## src/rtl/core/hhti_pkg.sv

```systemverilog
`timescale 1ns / 1ps
`default_nettype none

package hhti_pkg;

	localparam int WORD_W     = 32;
	localparam int COUNT_W    = 3;
	localparam int WORD_BYTES = 4;
	localparam int BYTE_BITS  = 8;
	localparam int STEP_W     = $clog2(WORD_W);

	localparam logic [WORD_W-1:0] SUM_MUL   = 32'd3;
	localparam logic [WORD_W-1:0] WORD_MUL  = 32'd5;
	localparam logic [WORD_W-1:0] ADD_CONST = 32'd1999;
	localparam logic [WORD_W-1:0] TSIZE_RST = 32'd1;

	localparam logic [COUNT_W-1:0] COUNT_EMPTY = 3'd0;
	localparam logic [COUNT_W-1:0] COUNT_FULL  = 3'(WORD_BYTES);

	typedef struct packed {
		logic load;
		logic sel_seed;
		logic mix;
		logic div_step;
		logic out_load;
		logic err;
	} hhti_cmd_t;

	typedef struct packed {
		logic tsize_zero;
		logic div_last;
	} hhti_sts_t;

	// tail bytes packed with the first byte most significant
	function automatic logic [WORD_W-1:0] pack_tail(input logic [WORD_W-1:0] chunk,
			input logic [COUNT_W-1:0] count);
		logic [WORD_W-1:0] acc;
		acc = '0;
		for (int i = 0; i < WORD_BYTES - 1; i++) begin
			if (COUNT_W'(i) < count) begin
				acc = (acc << BYTE_BITS) | WORD_W'(chunk[i*BYTE_BITS +: BYTE_BITS]);
			end
		end
		return acc;
	endfunction

endpackage

`default_nettype wire

```

## src/rtl/core/hhti_dp.sv

```systemverilog
`timescale 1ns / 1ps
`default_nettype none

module hhti_dp
	import hhti_pkg::*;
(
	input  wire logic                   clk,
	input  wire logic                   arst_n,
	input  wire logic [2*WORD_W-1:0]    s_tdata,
	input  wire logic [COUNT_W-1:0]     s_count,
	input  wire logic                   cfg_valid,
	input  wire logic [WORD_W-1:0]      cfg_data,
	input  wire hhti_cmd_t              cmd,
	output hhti_sts_t                   sts,
	output logic [WORD_W-1:0]           bucket,
	output logic                        framing_error
);

	logic [WORD_W-1:0] tsize_q;
	logic [WORD_W-1:0] sum_q;
	logic [WORD_W-1:0] word_q;
	logic [WORD_W-1:0] dvd_q;
	logic [WORD_W-1:0] rem_q;
	logic [STEP_W-1:0] step_q;
	logic [WORD_W-1:0] bucket_q;
	logic              err_q;

	logic [WORD_W-1:0] chunk;
	logic [WORD_W-1:0] seed;
	logic [WORD_W-1:0] mixed;
	logic [WORD_W:0]   rem_shift;
	logic [WORD_W:0]   rem_diff;
	logic [WORD_W-1:0] rem_next;

	assign chunk = s_tdata[WORD_W-1:0];
	assign seed  = s_tdata[2*WORD_W-1:WORD_W];

	assign mixed = SUM_MUL * sum_q + WORD_MUL * word_q + ADD_CONST;

	// one restoring step of the remainder
	assign rem_shift = {rem_q, dvd_q[WORD_W-1]};
	assign rem_diff  = rem_shift - {1'b0, tsize_q};
	assign rem_next  = rem_diff[WORD_W] ? rem_shift[WORD_W-1:0] : rem_diff[WORD_W-1:0];

	assign sts.tsize_zero = (tsize_q == '0);
	assign sts.div_last   = (step_q == STEP_W'(WORD_W - 1));

	always_ff @(posedge clk or negedge arst_n) begin
		if (!arst_n) begin
			tsize_q <= TSIZE_RST;
			step_q  <= '0;
		end else begin
			if (cfg_valid) begin
				tsize_q <= cfg_data;
			end
			if (cmd.mix) begin
				step_q <= '0;
			end else if (cmd.div_step) begin
				step_q <= step_q + STEP_W'(1);
			end
		end
	end

	always_ff @(posedge clk) begin
		if (cmd.load) begin
			if (cmd.sel_seed) begin
				sum_q <= seed;
			end
			word_q <= (s_count >= COUNT_FULL) ? chunk : pack_tail(chunk, s_count);
		end
		if (cmd.mix) begin
			sum_q <= mixed;
			dvd_q <= mixed;
			rem_q <= '0;
		end
		if (cmd.div_step) begin
			dvd_q <= dvd_q << 1;
			rem_q <= rem_next;
			if (sts.div_last) begin
				sum_q <= rem_next;
			end
		end
		if (cmd.out_load) begin
			bucket_q <= sum_q;
			err_q    <= cmd.err;
		end
	end

	assign bucket        = bucket_q;
	assign framing_error = err_q;

endmodule

`default_nettype wire

```

## src/rtl/core/hhti_ctrl.sv

```systemverilog
`timescale 1ns / 1ps
`default_nettype none

module hhti_ctrl
	import hhti_pkg::*;
(
	input  wire logic               clk,
	input  wire logic               arst_n,
	input  wire logic               s_tvalid,
	output logic                    s_tready,
	input  wire logic               s_tlast,
	input  wire logic [COUNT_W-1:0] s_count,
	output logic                    m_tvalid,
	input  wire logic               m_tready,
	output hhti_cmd_t               cmd,
	input  wire hhti_sts_t          sts
);

	typedef enum logic [1:0] {
		ST_IDLE,
		ST_MIX,
		ST_DIV,
		ST_FINISH
	} state_t;

	state_t state_q;
	logic   inside_q;
	logic   need_out_q;
	logic   err_q;
	logic   out_valid_q;

	logic accept;
	logic slot_free;

	assign s_tready  = (state_q == ST_IDLE);
	assign accept    = s_tvalid && s_tready;
	assign slot_free = !out_valid_q || m_tready;
	assign m_tvalid  = out_valid_q;

	always_comb begin
		cmd          = '0;
		cmd.load     = accept;
		cmd.sel_seed = !inside_q;
		cmd.mix      = (state_q == ST_MIX);
		cmd.div_step = (state_q == ST_DIV);
		cmd.out_load = (state_q == ST_FINISH) && slot_free;
		cmd.err      = err_q;
	end

	always_ff @(posedge clk or negedge arst_n) begin
		if (!arst_n) begin
			state_q     <= ST_IDLE;
			inside_q    <= 1'b0;
			need_out_q  <= 1'b0;
			err_q       <= 1'b0;
			out_valid_q <= 1'b0;
		end else begin
			if (out_valid_q && m_tready && !cmd.out_load) begin
				out_valid_q <= 1'b0;
			end
			case (state_q)
				ST_IDLE: begin
					if (accept) begin
						if (s_count == COUNT_EMPTY) begin
							err_q    <= !s_tlast;
							inside_q <= 1'b0;
							state_q  <= ST_FINISH;
						end else if (s_count >= COUNT_FULL) begin
							need_out_q <= s_tlast;
							err_q      <= 1'b0;
							inside_q   <= !s_tlast;
							state_q    <= ST_MIX;
						end else begin
							need_out_q <= 1'b1;
							err_q      <= !s_tlast;
							inside_q   <= 1'b0;
							state_q    <= ST_MIX;
						end
					end
				end
				ST_MIX: begin
					if (!sts.tsize_zero) begin
						state_q <= ST_DIV;
					end else if (need_out_q) begin
						state_q <= ST_FINISH;
					end else begin
						state_q <= ST_IDLE;
					end
				end
				ST_DIV: begin
					if (sts.div_last) begin
						state_q <= need_out_q ? ST_FINISH : ST_IDLE;
					end
				end
				ST_FINISH: begin
					if (slot_free) begin
						out_valid_q <= 1'b1;
						state_q     <= ST_IDLE;
					end
				end
				default: begin
					state_q <= ST_IDLE;
				end
			endcase
		end
	end

	a_empty_goes_out: assert property (@(posedge clk) disable iff (!arst_n)
		accept && (s_count == COUNT_EMPTY) |=> state_q == ST_FINISH)
		else $error("empty key did not go straight to output");

	a_load_sets_valid: assert property (@(posedge clk) disable iff (!arst_n)
		cmd.out_load |=> out_valid_q)
		else $error("result load did not raise output valid");

	a_mid_key_no_out: assert property (@(posedge clk) disable iff (!arst_n)
		(state_q == ST_DIV) && sts.div_last && !need_out_q |=> state_q == ST_IDLE)
		else $error("chunk inside a key produced an output");

	a_no_overwrite: assert property (@(posedge clk) disable iff (!arst_n)
		(state_q == ST_FINISH) && out_valid_q && !m_tready |=> state_q == ST_FINISH)
		else $error("pending result overwritten");

endmodule

`default_nettype wire

```

## src/rtl/core/handle_hash_table_index_core.sv

```systemverilog
// Bucket index hash for file-handle keys.
//
// Input stream (s_*): one request per 32-bit key chunk. s_tdata carries the
// chunk in bits 31:0 and the seed in bits 63:32; s_tuser is the byte count
// (4 or more full word, 1-3 tail, 0 end of key); s_tlast marks the last chunk.
// The seed is used only on the first chunk of a key.
// Output stream (m_*): one request per finished key. m_tdata is the bucket,
// m_tuser[0] flags a short or empty chunk that arrived without tlast.
// Config channel (cfg_*): table size, always ready; write only while idle.
//
// Each chunk with bytes is accepted, then the sum is updated, then the
// 32 steps of the radix-2 restoring remainder unit run; no new chunk is
// accepted until they are done. A chunk that ends a key then loads the
// output register. An empty key goes straight to the output register; a
// table size of zero skips the remainder unit. The output register lets
// the next chunk be accepted while a result waits; a finished result
// holds until m_tready.
// Reset sets the table size to 1 and waits for the first chunk of a key.
`timescale 1ns / 1ps
`default_nettype none

module handle_hash_table_index_core
	import hhti_pkg::*;
(
	input  wire logic                clk,
	input  wire logic                arst_n,
	input  wire logic                s_tvalid,
	output logic                     s_tready,
	input  wire logic [2*WORD_W-1:0] s_tdata,   // chunk, seed
	input  wire logic [COUNT_W-1:0]  s_tuser,   // byte_count
	input  wire logic                s_tlast,
	output logic                     m_tvalid,
	input  wire logic                m_tready,
	output logic [WORD_W-1:0]        m_tdata,   // bucket
	output logic [0:0]               m_tuser,   // framing_error
	input  wire logic                cfg_valid,
	output logic                     cfg_ready,
	input  wire logic [WORD_W-1:0]   cfg_data
);

	hhti_cmd_t cmd;
	hhti_sts_t sts;
	logic      framing_error;

	assign cfg_ready  = 1'b1;
	assign m_tuser[0] = framing_error;

	hhti_ctrl u_ctrl (
		.clk      (clk),
		.arst_n   (arst_n),
		.s_tvalid (s_tvalid),
		.s_tready (s_tready),
		.s_tlast  (s_tlast),
		.s_count  (s_tuser),
		.m_tvalid (m_tvalid),
		.m_tready (m_tready),
		.cmd      (cmd),
		.sts      (sts)
	);

	hhti_dp u_dp (
		.clk           (clk),
		.arst_n        (arst_n),
		.s_tdata       (s_tdata),
		.s_count       (s_tuser),
		.cfg_valid     (cfg_valid),
		.cfg_data      (cfg_data),
		.cmd           (cmd),
		.sts           (sts),
		.bucket        (m_tdata),
		.framing_error (framing_error)
	);

endmodule

`default_nettype wire

```

## config.mk

```make
export PLATFORM = sky130hd
export DESIGN_NAME = handle_hash_table_index_core
export DESIGN_NICKNAME = d
export VERILOG_FILES = /design/src/rtl/core/hhti_pkg.sv /design/src/rtl/core/hhti_dp.sv /design/src/rtl/core/hhti_ctrl.sv /design/src/rtl/core/handle_hash_table_index_core.sv
export SDC_FILE = /design/constraint.sdc
export NUM_CORES = 1
export LEC_CHECK = 0
export BUFFER_PORTS_ARGS = -buffer_cell sky130_fd_sc_hd__clkbuf_2
export CAP_MARGIN = 20
export CORE_ASPECT_RATIO = 2
export CORE_MARGIN = 5
export CORE_UTILIZATION = 55
export DETAILED_ROUTE_END_ITERATION = 10
export PLACE_DENSITY = 0.78
export SKIP_LAST_GASP = 1
export SLEW_MARGIN = 20
export SYNTH_ARGS = -nofsm -noshare
export SYNTH_HDL_FRONTEND = slang
export SYNTH_SLANG_ARGS = --single-unit
```

## constraint.sdc

```tcl
create_clock -name clk -period 4 [get_ports clk]
set_input_delay 0.6 -clock clk [delete_from_list [all_inputs] [get_ports clk]]
set_output_delay 0.6 -clock clk [all_outputs]
set_load 0.02 [all_outputs]
```

==> metrics, run 1 <==
status finished, violations left; failing checks setup timing; Detailed Route WL 37000 um; share of cells above drive strength 1 0.210; CP Capture Type register; synth top area cells edfxtp_1 (27%), ha_1 (9.8%), fa_1 (9.4%); worst skew pair latency 520 ps; clock buffer depth 3; kind of critical path reg -> reg; setup ws final -369 ps; Initial Util 0.554; Syn-to-layout area delta 18.9%; Clock Skews 16.3 ps; num rows 84; RSZ-0062 raised after global routing true; nature of the critical path startpoint register; global-route wire length before repair 59300 um; Max H-tree Level 1; worst-path cell chain fa_1 -> fa_1 -> fa_1 -> ha_4 -> a21oi_1 -> and2_1 -> a2111o_1 -> a21oi_2 -> a21o_1 -> buf_6 -> a211oi_1 -> xnor2_1 -> a22o_1; period utilization 1.09; grt total ovfl 0; Slew @ Worst Pin 993 ps; Final Hold Fails 0; Final nets 1964; Tightest Hold Check Type in -> async; Final Max Slew Viols 0; core area 26200 sq um; Fmax between 200 and 250 MHz; ANT cells 0; total I/O pin count 141; asr flop ratio synth 0.211; die width 125 um; Cell Area, Synth 14500 sq um; clk sinks 204; Synth area leader edfxtp_1; minimum clock period 4370 ps; routability cong. roughly 0.84; number of routed nets with antenna violations 0; Finish-stage setup viols 34; data required time at the worst endpoint 4270 ps; Post-Synthesis Mean Instance Area 9.83 sq um; hold bufs inserted after CTS 0; CP Data Arrival Time 4640 ps; Max stage delay cell, worst path fa_1; vias post-DR roughly 11000; flops & latches, synth between 200 and 250; DPL Wire Length 28900 um; DR pass1 iterations 5; synth warn 0; Mapped Cells roughly 1500; post-synth top area share 0.265; Synth Flop Type edfxtp_1; Overall Global Routing Usage 0.245; post-DR vias/cell 5.65; CP most frequent cell fa_1; worst slack, placed -452 ps; vias in the first global route 11800; I/O Buffers 139; clk slew on worst S/H paths 70 ps; Die H 240 um; die area 29900 sq um; Synth cell types 75; largest net degree at the start of global routing 44; initial drt markers roughly 670; DRC violations left 0; TritonCTS Buffers 19; maxcap violations 0; CP peak stage delay 570 ps; drt wl/cell 18.2 um; post-synthesis sequential area ratio 0.385; Root Buffer clkbuf_16; Mapped Nets 1760; Rel. slew slack 0.338; Post-synth EDFFs approximately 130; initial antenna violation count 0; CP max FO 6; CTS tree done
==> placed cells by master (no fill, tap or decap), types with 7 or more instances in the layout <==
cell type and instances:
o211ai_1 21, ha_1 105, clkbuf_2 139, nand2b_1 14, a21oi_2 10, dfrtp_1 42, nor4_1 9, o21ai_2 7
mux2i_1 67, inv_1 198, nand3_1 13, nand4_1 10, a21oi_1 62, nor3_1 14, o21ai_1 31, xor2_1 18
nor2b_1 12, a21o_1 37, o31ai_1 7, dfxtp_1 33, fa_1 66, and2_1 16, edfxtp_1 128, clkbuf_16 20
a22o_1 17, buf_4 91, o21ai_0 98, a22oi_1 8, mux2_2 9, xnor2_1 29, nand2_1 144, nor2_1 65
==> metal layers <==
metal,global-route usage,vias to the layer above,part of all wire
met4,0.104,0,0.044
met2,0.455,326,0.53
met3,0.0252,88,0.044
met1,0.288,5566,0.39
met5,0,-,0
li1,-,5516,-
==> Yosys cell counts, drive strengths merged (33+ instances only) <==
library cell,n
a21o,38
a21oi,75
clkbuf,45
dfrtp,42
dfxtp,33
edfxtp,128
fa,68
ha,113
inv,201
mux2i,67
nand2,144
nor2,67
o21ai,138
xnor2,35
==> registers in the layout (all words and copies together), names as in the netlist <==
name / count
u_ctrl.need_out_q: 1
u_dp.sum_q: 32
u_dp.word_q: 32
u_ctrl.err_q: 1
u_ctrl.state_q: 2
u_ctrl.m_tvalid: 1
u_dp.bucket: 32
u_dp.tsize_q: 32
u_dp.framing_error: 1
u_ctrl.inside_q: 1
u_dp.rem_q: 32
u_dp.step_q: 5
u_dp.dvd_q: 32
==> kinds of logic after synthesis <==
family	synth area share
other	0.000259
AOI/OAI and AO/OA	0.161
buffers and inverters	0.0685
DFF	0.385
adders and majority gates	0.192
muxes	0.0548
xor gates and xnor gates	0.0332
and+or+nand+nor	0.106
==> cell type report <==
class	instances	area, sq um
Timing Repair Buffer	238	1490
Multi-Input combinational cell	1013	8290
Clock buffer	22	528
Clock inverter	12	146
Fill cell	2053	8940
Sequential cell	204	5580
Tap cell	344	430
Inverter	202	758
==> final timing paths <==
check,start,endpoint,slack (ps),cells past startpoint
worst max register to register,u_dp.word_q[6],u_dp.dvd_q[27],-370,13
max in group asynchronous,arst_n,u_dp.tsize_q[5],3430,2
worst max-delay path,u_dp.word_q[6],u_dp.dvd_q[27],-370,13
worst min register to register,u_ctrl.err_q,u_dp.framing_error,450,0
worst min-delay path,arst_n,u_dp.tsize_q[31],170,2
min in group clk,cfg_data[1],u_dp.tsize_q[1],290,3
==> worst max-delay path, delay by kind of cell (launching register included) <==
kind,cells,cell delay [ps]
adders and majority gates,4,1880
AOI/OAI and AO/OA,6,1320
DFF,1,420
and+or+nand+nor,1,190
xor gates and xnor gates,1,160
buffers and inverters,1,150
==> what timing repair did <==
action / CTS / global route
endpoints found under the setup margin: 39 / 45
buffers inserted: 9 / 3
gates resized for setup: 52 / 40
pin swaps: 47 / 50
==> through the flow <==
stage	setup TNS, ps	utilization	hold WS (ps)	instances	area (sq um)
floorplan	-186	-	304	1474	14500
global route	-13270	0.658	223	2035	17200
detailed placement	-9170	0.615	436	1993	16100
global placement	-5020	0.615	435	1993	16100
CTS	-6360	0.651	177	2034	17000
finish	-6490	0.658	167	2035	17200
Power of run 1 is not shown: default switching activity piles up to over one toggle a cycle in this logic, so the estimate is an artifact.
==> inputs of run 2 (changes only) <==
--- a/config.mk
+++ b/config.mk
@@ -5,13 +5,14 @@
 export SDC_FILE = /design/constraint.sdc
 export NUM_CORES = 1
 export LEC_CHECK = 0
+export ABC_AREA = 1
 export BUFFER_PORTS_ARGS = -buffer_cell sky130_fd_sc_hd__clkbuf_2
 export CAP_MARGIN = 20
 export CORE_ASPECT_RATIO = 2
 export CORE_MARGIN = 5
-export CORE_UTILIZATION = 55
+export CORE_UTILIZATION = 56
 export DETAILED_ROUTE_END_ITERATION = 10
-export PLACE_DENSITY = 0.78
+export PLACE_DENSITY = 0.79
 export SKIP_LAST_GASP = 1
 export SLEW_MARGIN = 20
 export SYNTH_ARGS = -nofsm -noshare
==> run 2 against run 1 <==
The flow now finishes without violations. Clock-buffer cell count is 7 higher. First-iteration DRC count up 39%. Synthesized area increased by 12%. Final area increased by 6.4%. Critical path depth up 2. Clock skew rose by 1.3 ps. Setup slack gained 500 ps. Maximum frequency up 13%. Die area up 9.7%. Non-clock buffer count is 70 lower. Final cell count increased by 32%. Global-route usage increased by 5.8 points. Largest cell class unchanged. Highest routed layer unchanged.
==> metrics, run 2 <==
vias post-DR 14600; largest net degree at the start of global routing 65; fin cells between 2000 and 3000; RSZ-0062 raised after global routing true; initial antenna violation count 0; synth top area cells edfxtp_1 (24%), nand2_1 (13%), inv_1 (11%); Worst Reg-to-Reg Cells 15; number of routed nets with antenna violations 0; Rel. slew slack 0.320; Initial Util 0.564; most common cell after layout, fill and taps aside nand2_1; fillers 2684; Clock Skews 17.6 ps; ANT cells 0; most frequent cells in the layout nand2_1 (557), inv_1 (486), nand3_1 (147); worst r2r src u_dp.word_q[6]; Detailed Route WL 49200 um; final instance area 18300 sq um; post-synth top area share 0.236; setup ws final ~130 ps; Slew @ Worst Pin 1020 ps; multi-input logic area 8760 sq um; Max H-tree Level 1; Synth area leader edfxtp_1; asr flop ratio synth 0.211; placed cell area 17400 sq um; Mapped Nets 2462; DPL Wire Length 40300 um; total I/O pin count roughly 140; CP Capture Type register; CP Data Arrival Time slightly above 4000 ps; clk sinks slightly above 200; Post-Synthesis Mean Instance Area 7.48 sq um; routability cong. 0.976; synth warn 0; clock buffer depth 3; reg2reg setup slack 130 ps; initial drt markers 937; num rows 88; worst slack, placed -60.6 ps; status finished clean; minimum clock period 3870 ps; Die H 251 um; die width 131 um; period utilization 0.967; share of cells above drive strength 1 0.124; die area 32800 sq um; Tightest Hold Check Type in -> async; core area 28800 sq um; grt total ovfl 0; worst skew pair latency 530 ps; Final Hold Slack 158 ps; kind of critical path reg -> reg; Post-synth EDFFs 128; Synth top cells by count nand2_1 (567), inv_1 (487), nand3_1 (148); TritonCTS Buffers 21; CP max FO 5; I/O Buffers approximately 140; Syn-to-layout area delta 12.6%; Synth cell types 47; Final Max Slew Viols 0; post-synthesis sequential area ratio 0.343; most frequent cell after synthesis nand2_1; Synth Flop Type edfxtp_1; DR pass1 iterations 5; data required time at the worst endpoint roughly 4300 ps; Fmax ~260 MHz; Reg-to-Reg End u_dp.dvd_q[31]; Cell Area, Synth 16300 sq um; CTS tree done; Final Hold Fails 0; Placed Instances 2649; DRC violations left 0; FF/Latch Area 5590 sq um; flops & latches, synth 204; post-DR vias/cell 5.41; drt wl/cell ~18 um; maxcap violations 0; Overall Global Routing Usage 0.303; Root Buffer clkbuf_16; clk slew on worst S/H paths 70 ps; vias in the first global route 15400; nature of the critical path startpoint register; Mapped Cells 2176; Final nets 2602; Finish-stage setup viols 0; global-route wire length before repair just under 80000 um
==> run 2: through the flow <==
stage	setup TNS [ps]	util
2_1_floorplan	0	-
3_3_place_gp	-83.5	0.603
3_5_place_dp	-103	0.603
4_1_cts	-56.2	0.630
5_1_grt	-225	0.636
6_report	0	0.636
==> run 2: how the worst max path moves through the flow <==
stage                    startpoint              to  slack [ps]  depth (start not counted)
floorplan            u_dp.word_q[8]  u_dp.dvd_q[29]         540                         17
global placement      u_dp.sum_q[9]  u_dp.dvd_q[30]         -60                         17
detailed placement    u_dp.sum_q[9]  u_dp.dvd_q[30]         -60                         17
CTS                 u_dp.word_q[10]  u_dp.dvd_q[30]         -60                         17
global route        u_dp.word_q[10]  u_dp.dvd_q[30]         -90                         17
finish               u_dp.word_q[6]  u_dp.dvd_q[31]         130                         15
==> run 2: cell families after synthesis <==
| kind of cell | count (synthesis) | share of synthesized area |
|---|---|---|
| buf+inv | 546 | 0.130 |
| xor+xnor | 18 | 0.00968 |
| flops | 204 | 0.343 |
| fa+ha+maj | 181 | 0.170 |
| compound gates | 296 | 0.0987 |
| other cells | 1 | 0.000230 |
| simple gates | 929 | 0.248 |
| mux | 1 | 0.000691 |
==> run 2: area by class of cell <==
class | instances | area share
clock buffers | 29 | 0.0349
clock inverters | 9 | 0.00601
inverters | 495 | 0.101
multi-input cells | 1426 | 0.478
flip-flops and latches | 204 | 0.305
well taps | 360 | 0.0246
repair buffers | 168 | 0.0505
==> run 2: routing by layer <==
metal  track usage  vias up  wire length [um]
li1              -     7121                 -
met1         0.298     6799             16400
met2         0.580      452             27100
met3        0.0285      181              1750
met4         0.195        0              3870
met5             0        -                 0
==> run 2: timing repair <==
item	in CTS	in global routing
setup buffers	1	3
resized for setup	2	40
hold buffers	0	0
pin swaps	0	4
endpoints found under the setup margin	6	35
==> run 2: critical path: stages (launching register included) <==
cell      delay [ps]
edfxtp_1         450
fa_1             590
fa_1             460
fa_1             560
ha_4             320
nand2_1          120
nor2_1           120
nand2_1           60
nand3_1          150
nand3_1          150
nand2_2          170
nand2_1          130
nand2_1           90
nand2_1           50
nand3_1           80
o21ai_0           90
Power of run 2 is left out for the same reason.
==> inputs of run 3 (changes only) <==
--- a/config.mk
+++ b/config.mk
@@ -5,14 +5,14 @@
 export SDC_FILE = /design/constraint.sdc
 export NUM_CORES = 1
 export LEC_CHECK = 0
-export ABC_AREA = 1
+export ABC_AREA = 0
 export BUFFER_PORTS_ARGS = -buffer_cell sky130_fd_sc_hd__clkbuf_2
 export CAP_MARGIN = 20
 export CORE_ASPECT_RATIO = 2
 export CORE_MARGIN = 5
-export CORE_UTILIZATION = 56
+export CORE_UTILIZATION = 60
 export DETAILED_ROUTE_END_ITERATION = 10
-export PLACE_DENSITY = 0.79
+export PLACE_DENSITY = 0.81
 export SKIP_LAST_GASP = 1
 export SLEW_MARGIN = 20
 export SYNTH_ARGS = -nofsm -noshare
==> constraint.sdc (replaced) <==
create_clock -name clk -period 4.8 [get_ports clk]
set_input_delay 0.72 -clock clk [delete_from_list [all_inputs] [get_ports clk]]
set_output_delay 0.72 -clock clk [all_outputs]
set_load 0.02 [all_outputs]
==> run 3 against run 2 <==
Wire length decreased by 28%. Register-to-register slack improved by 50 ps. Sequential cell count unchanged. Core utilization increased by 4.2 points. Global-route usage decreased by 4.6 points. Clock-buffer cell count decreased by 3. Clock skew decreased by 5.0 ps. Maximum frequency decreased by 16%. Highest routed layer unchanged.
==> metrics, run 3 (synthesis gave the netlist of run 1 again) <==
number of routed nets with antenna violations 0; Final Max Slew Viols 0; minimum clock period between 4000 and 5000 ps; grt total ovfl 0; Worst Reg-to-Reg Cells 15; Slew @ Worst Pin 992 ps; Max stage delay cell, worst path fa_1; DRC violations left 0; Final Hold Slack 291 ps; clock buffer depth 3; Initial Util 0.608; Rel. slew slack 0.339; DPL Wire Length 28000 um; post-DR vias/cell 5.91; CP Launch Point u_dp.word_q[3]; CTS tree done; DR pass1 iterations 5; global-route wire length before repair 56800 um; total I/O pin count about 140; vias in the first global route ~12000; hold bufs inserted after CTS 0; I/O Buffers ~140; post-route setup TNS 0 ps; Final nets roughly 1900; CP top delay family adder cells; CP Data Arrival Time 4860 ps; worst-path cell chain fa_1 -> inv_1 -> fa_1 -> fa_1 -> fa_1 -> nor2b_1 -> o211ai_1 -> a21oi_2 -> o211ai_1 -> a21boi_0 -> buf_4 -> o2111ai_1 -> nand3b_1 -> xnor2_1 -> o21ai_0; num rows 80; busiest layer in global routing met2; period utilization 0.962; nature of the critical path startpoint register; drt wl/cell 18.7 um; CP Capture Type register; largest net degree at the start of global routing 64; met3 GRT Util 0.0246; Die H 230 um; status finished clean; die width 120 um; worst r2r src u_dp.word_q[3]; kind of critical path reg -> reg; TritonCTS Buffers 20; data required time at the worst endpoint 5050 ps; Reg-to-Reg End u_dp.dvd_q[30]; maxcap violations 0; met2 usage 0.471; vias post-DR 11200; GR Util met1 0.296; initial antenna violation count 0; share of cells above drive strength 1 0.137; Max H-tree Level 1; Final Hold Fails 0; ANT cells 0; Buf/Inv on CP 2; Fmax 216 MHz; clk slew on worst S/H paths ~70 ps; CP most frequent cell fa_1; CP peak stage delay 560 ps; fillers 1844; core area 23800 sq um; Detailed Route WL between 30000 and 40000 um; Root Buffer clkbuf_16; Overall Global Routing Usage 0.257; Finish-stage setup viols 0; most frequent cells in the layout inv_1 (201), nand2_1 (144), clkbuf_2 (139); most common cell after layout, fill and taps aside inv_1; worst skew pair latency 510 ps; clk sinks 204; Tightest Hold Check Type in -> async; Syn-to-layout area delta 11.5%; CP max FO 5; die area ~28000 sq um; RSZ-0062 raised after global routing false; initial drt markers between 600 and 700; reg2reg setup slack 180 ps; Clock Skews 12.6 ps; post-cts resize count 0; Setup Buffers After CTS 0; routability cong. ~0.93
run 3: changes by cell type in the layout (fill, tap and decap cells not counted), sizes merged, moves of 17 or more:
cell and change:
nand3 -138, a21oi -33, xnor2 +29, inv -292, nor2 -65, mux2i +67, a22o +17, nand2 -454
a21o +34
run 3: worst max path at each step:
stage / to / slack [ps] / cells after the start
finish: u_dp.dvd_q[30] / 180 / 15
global route: u_dp.dvd_q[31] / 10 / 16
CTS: u_dp.dvd_q[30] / 190 / 15
detailed placement: u_dp.dvd_q[30] / 230 / 15
global placement: u_dp.dvd_q[31] / 320 / 16
floorplan: u_dp.dvd_q[31] / 560 / 15
run 3: stage by stage:
step / instance area (sq um) / utilization / cells / worst slack (ps)
global route: 16100 / 0.678 / 1898 / 10.5
detailed placement: 15500 / 0.649 / 1862 / 232
global placement: 15500 / 0.649 / 1862 / 324
floorplan: 14500 / - / 1474 / 563
finish: 16100 / 0.678 / 1898 / 181
CTS: 16100 / 0.678 / 1898 / 191
run 3: cell type report:
class                   count  area, sq um  share of cell area
clock buffers              26          586              0.0363
multi-input cells        1013         7920               0.491
repair buffers            156          836              0.0518
well taps                 287          359              0.0222
flip-flops and latches    204         5580               0.346
inverters                 202          758              0.0470
clock inverters            10          108             0.00666
run 3: routing by layer:
layer | vias up | part of all wire
met3 | 101 | 0.042
li1 | 5377 | -
met4 | 0 | 0.052
met1 | 5364 | 0.38
met2 | 368 | 0.53
met5 | - | 0
Power of run 3 is left out for the same reason.
